--- config.mk ---
export PLATFORM = sky130hd
export DESIGN_NAME = fp8_e4m3_arith_unit
export DESIGN_NICKNAME = d
export VERILOG_FILES = /design/src/hw/rtl/fp8ea_pkg.sv /design/src/hw/rtl/fp8ea_decode.sv /design/src/hw/rtl/fp8ea_align_add.sv /design/src/hw/rtl/fp8ea_round.sv /design/src/hw/rtl/fp8_e4m3_arith_unit.sv
export SDC_FILE = /design/constraint.sdc
export NUM_CORES = 1
export LEC_CHECK = 0
export BUFFER_PORTS_ARGS = -buffer_cell sky130_fd_sc_hd__buf_2
export CORE_ASPECT_RATIO = 1.25
export CORE_UTILIZATION = 65
export CTS_BUF_LIST = sky130_fd_sc_hd__clkbuf_2 sky130_fd_sc_hd__clkbuf_4 sky130_fd_sc_hd__clkbuf_8
export CTS_CLUSTER_DIAMETER = 40
export DETAILED_ROUTE_END_ITERATION = 7
export PLACE_DENSITY_LB_ADDON = 0.15
export SYNTH_ARGS = -nofsm -noshare
export SYNTH_HDL_FRONTEND = slang
export SYNTH_SLANG_ARGS = --single-unit
--- constraint.sdc ---
create_clock -name clock -period 7.5 [get_ports clock]
set_clock_uncertainty 0.05 [all_clocks]
set_input_delay 1.125 -clock clock [delete_from_list [all_inputs] [get_ports clock]]
set_output_delay 1.125 -clock clock [all_outputs]
set_load 0.01 [all_outputs]
--- src/hw/rtl/fp8ea_pkg.sv ---
// Shared types, codes and helper functions of the FP8 E4M3 arithmetic unit.
// No dependencies.
package fp8ea_pkg;

   localparam logic [2:0] MODE_ADD = 3'd0;
   localparam logic [2:0] MODE_MUL = 3'd1;
   localparam logic [2:0] MODE_FMA = 3'd2;
   localparam logic [2:0] MODE_CMP = 3'd3;
   localparam logic [2:0] MODE_CLS = 3'd4;
   localparam logic [2:0] MODE_CVT = 3'd5;

   localparam logic [2:0] RM_RNE = 3'd0;
   localparam logic [2:0] RM_RNA = 3'd1;
   localparam logic [2:0] RM_RZ  = 3'd2;
   localparam logic [2:0] RM_RU  = 3'd3;
   localparam logic [2:0] RM_RD  = 3'd4;

   localparam logic [1:0] CMP_LT = 2'd0;
   localparam logic [1:0] CMP_EQ = 2'd1;
   localparam logic [1:0] CMP_GT = 2'd2;
   localparam logic [1:0] CMP_UN = 2'd3;

   localparam logic [2:0] CLS_ZERO = 3'd0;
   localparam logic [2:0] CLS_SUB  = 3'd1;
   localparam logic [2:0] CLS_NORM = 3'd2;
   localparam logic [2:0] CLS_INF  = 3'd3;
   localparam logic [2:0] CLS_NAN  = 3'd4;

   localparam logic [7:0] FP8_QNAN = 8'h79;
   localparam int unsigned MagW = 34;  // fixed-point frame, LSB = 2^-18
   localparam int unsigned SumW = 35;

   typedef struct packed {
      logic       valid;
      logic       special;
      logic [7:0] spec_res;
      logic [1:0] cmp;
      logic [2:0] cls;
      logic [2:0] rm;
      logic       zsign;
   } fp8ea_ctl_type;

   typedef struct packed {
      logic [7:0]  pm;
      logic [4:0]  pshift;
      logic        psign;
      logic [3:0]  cm;
      logic [4:0]  cshift;
      logic        csign;
      logic        use64;
      logic        s64;
      logic [26:0] m64;
      logic        sticky;
   } fp8ea_dec_type;

   function automatic logic [7:0] overflow8(input logic s, input logic [2:0] rm);
      logic [7:0] r;
      case (rm)
         RM_RNE, RM_RNA: r = {s, 7'h78};
         RM_RU:          r = s ? {s, 7'h77} : {s, 7'h78};
         RM_RD:          r = s ? {s, 7'h78} : {s, 7'h77};
         default:        r = {s, 7'h77};
      endcase
      return r;
   endfunction

   function automatic logic [2:0] classify8(input logic [7:0] v);
      logic [2:0] c;
      if (v[6:3] == 4'hF)      c = (v[2:0] != 3'd0) ? CLS_NAN : CLS_INF;
      else if (v[6:3] == 4'h0) c = (v[2:0] != 3'd0) ? CLS_SUB : CLS_ZERO;
      else                     c = CLS_NORM;
      return c;
   endfunction

endpackage

--- src/hw/rtl/fp8ea_decode.sv ---
// First stage: operand decode, special cases, compare/classify, small
// multiply and fp64 pre-shift. Depends on fp8ea_pkg.
module fp8ea_decode import fp8ea_pkg::*; (
   input  logic          clock,
   input  logic          reset,
   input  logic          in_valid,
   input  logic [2:0]    mode,
   input  logic [7:0]    operand_a,
   input  logic [7:0]    operand_b,
   input  logic [7:0]    operand_c,
   input  logic [2:0]    round_mode,
   input  logic [63:0]   fp64_in,
   output fp8ea_ctl_type ctl_ff,
   output fp8ea_dec_type dec_ff
);

   fp8ea_ctl_type ctl_in;
   fp8ea_dec_type dec_in;

   logic [2:0] rm, ca, cb, cc;
   logic       a_nan, b_nan, c_nan, a_inf, b_inf, c_inf, a_zero, b_zero, ps;
   logic [3:0] ma, mb, mc, sha, shb, shc;
   logic [1:0] cmp_code;
   logic [10:0] fe, kk;
   logic [63:0] mext;

   assign rm = (round_mode > RM_RD) ? RM_RZ : round_mode;
   assign ca = classify8(operand_a);
   assign cb = classify8(operand_b);
   assign cc = classify8(operand_c);
   assign a_nan = (ca == CLS_NAN);
   assign b_nan = (cb == CLS_NAN);
   assign c_nan = (cc == CLS_NAN);
   assign a_inf = (ca == CLS_INF);
   assign b_inf = (cb == CLS_INF);
   assign c_inf = (cc == CLS_INF);
   assign a_zero = (ca == CLS_ZERO);
   assign b_zero = (cb == CLS_ZERO);
   assign ps = operand_a[7] ^ operand_b[7];

   // significand and exponent - 1 (subnormals 0); the frame shift adds 9 to it
   assign ma  = {(operand_a[6:3] != 4'd0), operand_a[2:0]};
   assign mb  = {(operand_b[6:3] != 4'd0), operand_b[2:0]};
   assign mc  = {(operand_c[6:3] != 4'd0), operand_c[2:0]};
   assign sha = (operand_a[6:3] == 4'd0) ? 4'd0 : operand_a[6:3] - 4'd1;
   assign shb = (operand_b[6:3] == 4'd0) ? 4'd0 : operand_b[6:3] - 4'd1;
   assign shc = (operand_c[6:3] == 4'd0) ? 4'd0 : operand_c[6:3] - 4'd1;

   assign fe   = fp64_in[62:52];
   assign kk   = 11'd1057 - fe;
   assign mext = {11'd0, 1'b1, fp64_in[51:0]};

   always_comb begin
      if (a_nan || b_nan) begin
         cmp_code = CMP_UN;
      end else if (a_zero && b_zero) begin
         cmp_code = CMP_EQ;
      end else if (operand_a[7] != operand_b[7]) begin
         cmp_code = operand_a[7] ? CMP_LT : CMP_GT;
      end else if (operand_a[6:0] == operand_b[6:0]) begin
         cmp_code = CMP_EQ;
      end else if ((operand_a[6:0] < operand_b[6:0]) != operand_a[7]) begin
         cmp_code = CMP_LT;
      end else begin
         cmp_code = CMP_GT;
      end
   end

   always_comb begin
      ctl_in          = '0;
      dec_in          = '0;
      ctl_in.valid    = in_valid;
      ctl_in.rm       = rm;
      case (mode)
         MODE_ADD: begin
            dec_in.pm     = {4'd0, ma};
            dec_in.pshift = {1'b0, sha} + 5'd9;
            dec_in.psign  = operand_a[7];
            dec_in.cm     = mb;
            dec_in.cshift = {1'b0, shb} + 5'd9;
            dec_in.csign  = operand_b[7];
            ctl_in.zsign  = (operand_a[7] == operand_b[7]) ? operand_a[7] : (rm == RM_RD);
            if (a_nan || b_nan) begin
               ctl_in.special  = 1'b1;
               ctl_in.spec_res = FP8_QNAN;
            end else if (a_inf && b_inf) begin
               ctl_in.special  = 1'b1;
               ctl_in.spec_res = (operand_a[7] != operand_b[7]) ? FP8_QNAN : operand_a;
            end else if (a_inf) begin
               ctl_in.special  = 1'b1;
               ctl_in.spec_res = operand_a;
            end else if (b_inf) begin
               ctl_in.special  = 1'b1;
               ctl_in.spec_res = operand_b;
            end
         end
         MODE_MUL: begin
            dec_in.pm     = ma * mb;
            dec_in.pshift = {1'b0, sha} + {1'b0, shb};
            dec_in.psign  = ps;
            if (a_nan || b_nan || (a_inf && b_zero) || (a_zero && b_inf)) begin
               ctl_in.special  = 1'b1;
               ctl_in.spec_res = FP8_QNAN;
            end else if (a_inf || b_inf) begin
               ctl_in.special  = 1'b1;
               ctl_in.spec_res = {ps, 7'h78};
            end else if (a_zero || b_zero) begin
               ctl_in.special  = 1'b1;
               ctl_in.spec_res = {ps, 7'h00};
            end
         end
         MODE_FMA: begin
            dec_in.pm     = ma * mb;
            dec_in.pshift = {1'b0, sha} + {1'b0, shb};
            dec_in.psign  = ps;
            dec_in.cm     = mc;
            dec_in.cshift = {1'b0, shc} + 5'd9;
            dec_in.csign  = operand_c[7];
            ctl_in.zsign  = (ps == operand_c[7]) ? ps : (rm == RM_RD);
            if (a_nan || b_nan || c_nan || (a_inf && b_zero) || (a_zero && b_inf)) begin
               ctl_in.special  = 1'b1;
               ctl_in.spec_res = FP8_QNAN;
            end else if (a_inf || b_inf) begin
               ctl_in.special  = 1'b1;
               ctl_in.spec_res = (c_inf && (ps != operand_c[7])) ? FP8_QNAN : {ps, 7'h78};
            end else if (c_inf) begin
               ctl_in.special  = 1'b1;
               ctl_in.spec_res = operand_c;
            end
         end
         MODE_CMP: begin
            ctl_in.special = 1'b1;
            ctl_in.cmp     = cmp_code;
         end
         MODE_CLS: begin
            ctl_in.special = 1'b1;
            ctl_in.cls     = ca;
         end
         MODE_CVT: begin
            dec_in.use64 = 1'b1;
            dec_in.s64   = fp64_in[63];
            if (fe == 11'h7FF) begin
               ctl_in.special  = 1'b1;
               ctl_in.spec_res = (fp64_in[51:0] != 52'd0) ? FP8_QNAN : {fp64_in[63], 7'h78};
            end else if (fe == 11'd0) begin
               if (fp64_in[51:0] == 52'd0) begin
                  ctl_in.special  = 1'b1;
                  ctl_in.spec_res = {fp64_in[63], 7'h00};
               end else begin
                  dec_in.sticky = 1'b1;
               end
            end else if (fe >= 11'd1031) begin
               ctl_in.special  = 1'b1;
               ctl_in.spec_res = overflow8(fp64_in[63], rm);
            end else if (kk >= 11'd64) begin
               dec_in.sticky = 1'b1;
            end else begin
               // keep the frame bits, fold the rest into sticky
               dec_in.m64    = 27'(mext >> kk[5:0]);
               dec_in.sticky = |(mext << (7'd64 - {1'b0, kk[5:0]}));
            end
         end
         default: begin
            ctl_in.special = 1'b1;
         end
      endcase
   end

   always_ff @(posedge clock) begin
      if (reset) begin
         ctl_ff <= '0;
      end else begin
         ctl_ff <= ctl_in;
      end
      dec_ff <= dec_in;
   end

endmodule

--- src/hw/rtl/fp8ea_align_add.sv ---
// Stages two and three: align and add product and addend in the fixed frame
// (or take the fp64 bits), then sign and magnitude. Depends on fp8ea_pkg.
module fp8ea_align_add import fp8ea_pkg::*; (
   input  logic              clock,
   input  logic              reset,
   input  fp8ea_ctl_type     ctl_d,
   input  fp8ea_dec_type     dec_d,
   output fp8ea_ctl_type     ctl_ff,
   output logic              sign_ff,
   output logic [MagW-1:0]   mag_ff,
   output logic              sticky_ff
);

   fp8ea_ctl_type            ctl2_ff;
   logic signed [SumW-1:0]   sum_in, sum_ff;
   logic [MagW-1:0]          pf, cf;
   logic                     use64_ff, s64_ff, st2_ff;
   logic                     sign_in;
   logic [MagW-1:0]          mag_in;

   assign pf = MagW'(dec_d.pm) << dec_d.pshift;
   assign cf = MagW'(dec_d.cm) << dec_d.cshift;

   always_comb begin
      if (dec_d.use64) begin
         sum_in = signed'({8'd0, dec_d.m64});
      end else begin
         sum_in = (dec_d.psign ? -signed'({1'b0, pf}) : signed'({1'b0, pf}))
                + (dec_d.csign ? -signed'({1'b0, cf}) : signed'({1'b0, cf}));
      end
   end

   // fp64 keeps its own sign so a tiny value stays signed
   assign sign_in = use64_ff ? s64_ff : sum_ff[SumW-1];
   assign mag_in  = sum_ff[SumW-1] ? MagW'(-sum_ff) : MagW'(sum_ff);

   always_ff @(posedge clock) begin
      if (reset) begin
         ctl2_ff <= '0;
         ctl_ff  <= '0;
      end else begin
         ctl2_ff <= ctl_d;
         ctl_ff  <= ctl2_ff;
      end
      sum_ff    <= sum_in;
      use64_ff  <= dec_d.use64;
      s64_ff    <= dec_d.s64;
      st2_ff    <= dec_d.sticky;
      sign_ff   <= sign_in;
      mag_ff    <= mag_in;
      sticky_ff <= st2_ff;
   end

endmodule

--- src/hw/rtl/fp8ea_round.sv ---
// Stages four and five: leading-one detect, then round and pack to FP8 and
// drive the result registers. Depends on fp8ea_pkg.
module fp8ea_round import fp8ea_pkg::*; (
   input  logic            clock,
   input  logic            reset,
   input  fp8ea_ctl_type   ctl_d,
   input  logic            sign_d,
   input  logic [MagW-1:0] mag_d,
   input  logic            sticky_d,
   output logic            valid_ff,
   output logic [7:0]      result_ff,
   output logic [1:0]      cmp_ff,
   output logic [2:0]      cls_ff
);

   fp8ea_ctl_type   ctl4_ff;
   logic            sign4_ff, st4_ff;
   logic [MagW-1:0] mag4_ff;
   logic [5:0]      msb_in, msb4_ff;
   logic [4:0]      lpos, lm1, hexp;
   logic [3:0]      tr;
   logic            half, lower, bump, subn;
   logic [4:0]      tr5;
   logic [7:0]      code, res_in;
   logic [MagW-1:0] lowmask;

   always_comb begin
      msb_in = 6'd0;
      for (int i = 0; i < MagW; i++) begin
         if (mag_d[i]) msb_in = 6'(i);
      end
   end

   assign subn    = (msb4_ff < 6'd12);
   assign lpos    = subn ? 5'd9 : 5'(msb4_ff - 6'd3);
   assign lm1     = lpos - 5'd1;
   assign tr      = 4'(mag4_ff >> lpos);
   assign half    = mag4_ff[{1'b0, lm1}];
   assign lowmask = (MagW'(1) << lm1) - MagW'(1);
   assign lower   = (|(mag4_ff & lowmask)) | st4_ff;
   assign hexp    = subn ? 5'd0 : 5'(msb4_ff - 6'd12);
   assign tr5     = {1'b0, tr} + {4'd0, bump};
   assign code    = {hexp, 3'd0} + {3'd0, tr5};

   always_comb begin
      case (ctl4_ff.rm)
         RM_RNE:  bump = half && (lower || tr[0]);
         RM_RNA:  bump = half;
         RM_RU:   bump = (half || lower) && !sign4_ff;
         RM_RD:   bump = (half || lower) && sign4_ff;
         default: bump = 1'b0;
      endcase
   end

   always_comb begin
      if (ctl4_ff.special) begin
         res_in = ctl4_ff.spec_res;
      end else if ((mag4_ff == '0) && !st4_ff) begin
         res_in = {ctl4_ff.zsign, 7'd0};
      end else if (code >= 8'd120) begin
         res_in = overflow8(sign4_ff, ctl4_ff.rm);
      end else begin
         res_in = {sign4_ff, code[6:0]};
      end
   end

   always_ff @(posedge clock) begin
      if (reset) begin
         ctl4_ff  <= '0;
         valid_ff <= 1'b0;
      end else begin
         ctl4_ff  <= ctl_d;
         valid_ff <= ctl4_ff.valid;
      end
      sign4_ff  <= sign_d;
      mag4_ff   <= mag_d;
      st4_ff    <= sticky_d;
      msb4_ff   <= msb_in;
      result_ff <= res_in;
      cmp_ff    <= ctl4_ff.cmp;
      cls_ff    <= ctl4_ff.cls;
   end

endmodule

--- src/hw/rtl/fp8_e4m3_arith_unit.sv ---
// FP8 E4M3 arithmetic unit, five-stage pipeline: decode, align/add, abs,
// leading-one detect, round/pack.
// Throughput one request per cycle; busy stays low, nothing ever stalls.
// Synchronous active-high reset clears the valid bits of every stage.
// Depends on fp8ea_pkg, fp8ea_decode, fp8ea_align_add, fp8ea_round.
module fp8_e4m3_arith_unit import fp8ea_pkg::*; (
   input  logic        clock,
   input  logic        reset,
   input  logic        start,
   output logic        busy,
   input  logic [2:0]  req_mode,
   input  logic [7:0]  req_operand_a,
   input  logic [7:0]  req_operand_b,
   input  logic [7:0]  req_operand_c,
   input  logic [2:0]  req_round_mode,
   input  logic [63:0] req_fp64_in,
   output logic        rsp_valid,
   output logic [7:0]  rsp_fp8_result,
   output logic [1:0]  rsp_compare_code,
   output logic [2:0]  rsp_class_code
);

   fp8ea_ctl_type   ctl1, ctl3;
   fp8ea_dec_type   dec1;
   logic            sign3, sticky3;
   logic [MagW-1:0] mag3;

   assign busy = 1'b0;

   fp8ea_decode u_decode (
      .clock      (clock),
      .reset      (reset),
      .in_valid   (start && !busy),
      .mode       (req_mode),
      .operand_a  (req_operand_a),
      .operand_b  (req_operand_b),
      .operand_c  (req_operand_c),
      .round_mode (req_round_mode),
      .fp64_in    (req_fp64_in),
      .ctl_ff     (ctl1),
      .dec_ff     (dec1)
   );

   fp8ea_align_add u_align_add (
      .clock     (clock),
      .reset     (reset),
      .ctl_d     (ctl1),
      .dec_d     (dec1),
      .ctl_ff    (ctl3),
      .sign_ff   (sign3),
      .mag_ff    (mag3),
      .sticky_ff (sticky3)
   );

   fp8ea_round u_round (
      .clock     (clock),
      .reset     (reset),
      .ctl_d     (ctl3),
      .sign_d    (sign3),
      .mag_d     (mag3),
      .sticky_d  (sticky3),
      .valid_ff  (rsp_valid),
      .result_ff (rsp_fp8_result),
      .cmp_ff    (rsp_compare_code),
      .cls_ff    (rsp_class_code)
   );

endmodule

==> results.tsv <==
stage	metric	value	unit
clocking	hold_buffers	0	
worst_hold_path	hp-start	u_align_add.st2_ff	
final_layout	fillCellCount	2484	
clocking	cts_buffer_depth	3	
sta	slew_viol_final	0	
drt	ant_nets	0	
clocking	cts_setup_buffers	0	
worst_setup_path	r2r_end	u_align_add.sum_ff[34]	
global_routing	antenna_found_initial	0	
sta	max_slew_margin	0.168	
worst_setup_path	arrival	7060	ps
final_layout	stdcell_area	22500	um2
synthesis	yosysSeqAreaShare	0.248	
clocking	clk_pin_slew	60	ps
synthesis	synth_edf_count	0	
synthesis	synth_top_area_frac	0.248	
drt	via_count	21427	
floorplan	initial_utilization	0.659	
place	gp_congestion	1.07	
power	pwr_density_cell	387	nW/um2
synthesis	ys_ff_latch	260	
drt	wire_per_inst	21.2	um
worst_setup_path	critPathLaunchType	flop	
worst_setup_path	reg2regPathDepth	20	
sta	fin_crit_sh	0.887	
power	power.leakage	0.00899	uW
floorplan	row_count	73	
place	placed_cell_area	21700	um2
floorplan	core-area	31800	um2
synthesis	synth_area_leader_cell	dfxtp_1	
final_layout	syn_to_final_growth	7.34	%
worst_setup_path	crit_fanout	20	
worst_setup_path	r2r-start	u_decode.dec_ff[31]	
clocking	cts_root_buf	clkbuf_8	
final_layout	fin_nets	2908	
global_routing	grt_pass1_vias	19991	
worst_setup_path	max_stage_delay	850	ps
synthesis	synthesis.area	20900	um2
worst_hold_path	hp-class	reg -> reg	
place	hpwl	50.3	mm
sta	tns	0	ps
sta	setup_viol	0	
drt	drt-total-wl	66.7	mm
synthesis	syn_nets	2872	
status	status	finished with violations	
worst_hold_path	hold_end	u_align_add.sticky_ff	
global_routing	grt_pass1_wl	105	mm
clocking	cts_tree	done	
global_routing	gr-usage-all-layers	0.399	
power	vdd_drop_max	0.441	mV
worst_setup_path	critPathKind	reg -> reg	
clocking	numCtsBuffers	38	
worst_setup_path	crit_top_cell	nor2_1	
synthesis	synth.distinct_cells	96	
global_routing	grt-ovfl-total	0	
sta	min_period	6660	ps
synthesis	yosys_warnings	0	
worst_setup_path	crit_slowest_cell	a2111oi_2	
worst_setup_path	required	7900	ps
floorplan	ios	112	
sta	hold_viol_final	0	
sta	max_freq	150	MHz
worst_hold_path	whs_path_depth	0	
worst_setup_path	cp-end-kind	flop	
floorplan	die_x	163	um
drt	viasPerCell	6.80	
floorplan	die_h	203	um
final_layout	layout-drive-gt1-share	0.131	
drt	drtIter0Drc	2521	
place	portBuffers	110	
synthesis	avgSynthCellArea	7.81	um2
clocking	cts.htree.levels	2	
final_layout	diodes	0	
clocking	clk_latency	580	ps
floorplan	die_area	33000	um2
synthesis	async_reset_ff_frac	0	
status	violations	DRC	
sta	rsz0062_at_grt	no	
synthesis	netlist_top_cells_area	dfxtp_1 (25%), mux4_2 (7.1%), nand2_1 (6.2%)	
synthesis	ys.flop_type	dfxtp_1	
flow_run	maxCapViolations	0	
worst_setup_path	reg2reg_slack	840	ps
drt	first_pass_iters	8	
worst_setup_path	path_cells	mux2i_1 -> nor3_1 -> a2111oi_2 -> nand2_1 -> or4_1 -> a2bb2oi_2 -> nor2_1 -> xnor2_1 -> ha_1 -> a21o_1 -> a21oi_1 -> nor2_1 -> o31ai_1 -> o31ai_1 -> o41ai_1 -> o21ai_0 -> a311o_1 -> a211oi_1 -> xor2_1 -> nor2_1	
clocking	ctsResizeCount	0	
clocking	cts_sinks	260	
sta	tightest_slew	1240	ps
global_routing	grt_max_degree	87	
synthesis	synthCells	2681	
drt	drc	1	
[layout make-up]
cell class	count	area (um2)	area share
well taps	412	515	0.0229
multi-input cells	2192	14900	0.661
clock inverters	10	100	0.00445
flip-flops and latches	260	5200	0.231
inverters	76	288	0.0128
clock buffers	52	666	0.0296
repair buffers	149	846	0.0376
[worst max-delay path: cells and delay by family, from the launching register on]
family                   cells  cell delay [ps]
XOR/XNOR                     2              330
AND/OR/NAND/NOR              6             1160
AO/OA/AOI/OAI               10             3510
multiplexers                 1              340
flip-flops                   1              760
adder cells (fa/ha/maj)      1              380
[where the power goes]
part | internal (uW) | switching (uW)
Combinational | 2030 | 3380
Sequential | 1660 | 473
Clock | 615 | 533
[cells in the mapped netlist, drive strengths merged, types with 15 or more instances]
master and count:
a211oi 41, a21o 27, a21oi 180, a22oi 15, a31oi 27, and2 31, and3 16, buf 45
clkbuf 108, dfxtp 260, ha 88, inv 72, mux2 28, mux2i 76, mux4 66, nand2 348
nand2b 40, nand3 52, nand4 25, nor2 264, nor2b 103, nor3 75, nor3b 15, nor4 37
o211ai 32, o21ai 200, o31ai 31, or2 15, xnor2 86, xor2 57
[placed cells by master (no fill, tap or decap), types with 30 or more instances in the layout]
master,instances
a211oi_1,41
a21oi_1,178
and2_1,30
buf_2,109
buf_4,40
clkbuf_8,44
dfxtp_1,260
ha_1,88
inv_1,68
mux2i_1,75
mux4_2,66
nand2_1,347
nand2b_1,40
nand3_1,51
nor2_1,262
nor2b_1,103
nor3_1,74
nor4_1,35
o211ai_1,32
o21ai_0,195
o31ai_1,30
xnor2_1,83
xor2_1,56
[layer usage]
layer / wire, um / track usage / vias to the layer above
met3: 5720 / 0.0597 / 357
met2: 33000 / 0.705 / 1376
met4: 4710 / 0.258 / 0
li1: - / - / 9812
met1: 23200 / 0.443 / 9882
met5: 0 / 0 / -
[through the flow]
stage	power, uW	worst slack [ps]	hold WS, ps	instances	utilization
after floorplan	5660	1190	260	2681	-
after global placement	7300	1090	261	3089	0.683
after detailed placement	7320	995	262	3089	0.683
after CTS	8490	968	277	3151	0.707
after global routing	9150	490	284	3151	0.707
final	8690	845	276	3151	0.707
[worst max path at each step]
stage,from,end,slack [ps],cells after the start
global placement,u_round.msb4_ff[2],u_round.result_ff[7],1090,27
floorplan,u_round.msb4_ff[3],u_round.result_ff[7],1190,32
global route,u_round.msb4_ff[2],u_round.result_ff[7],490,22
finish,u_decode.dec_ff[31],u_align_add.sum_ff[34],840,20
CTS,u_decode.dec_ff[31],u_align_add.sum_ff[34],970,20
detailed placement,u_decode.dec_ff[31],u_align_add.sum_ff[34],990,20
[cells by family (layout without fill, tap and decap cells)]
family,after synthesis,after routing,synth area share
adders and majority gates,94,94,0.0583
muxes,170,170,0.123
AOI/OAI and AO/OA,728,728,0.225
other,1,1,0.000179
and+or+nand+nor,1056,1056,0.241
xor gates and xnor gates,143,143,0.0601
buffers and inverters,229,287,0.0435
DFF,260,260,0.248
[sequential cells by signal, summed over array words and instances (netlist names), 2 cells and up]
name	count
u_align_add.ctl2_ff	19
u_align_add.ctl_ff	19
u_align_add.mag_ff	34
u_align_add.sum_ff	35
u_decode.ctl_ff	19
u_decode.dec_ff	54
u_round.cls_ff	3
u_round.cmp_ff	2
u_round.ctl4_ff	19
u_round.mag4_ff	34
u_round.msb4_ff	6
u_round.result_ff	8
Note: power is estimated with default switching activity, not from simulation.
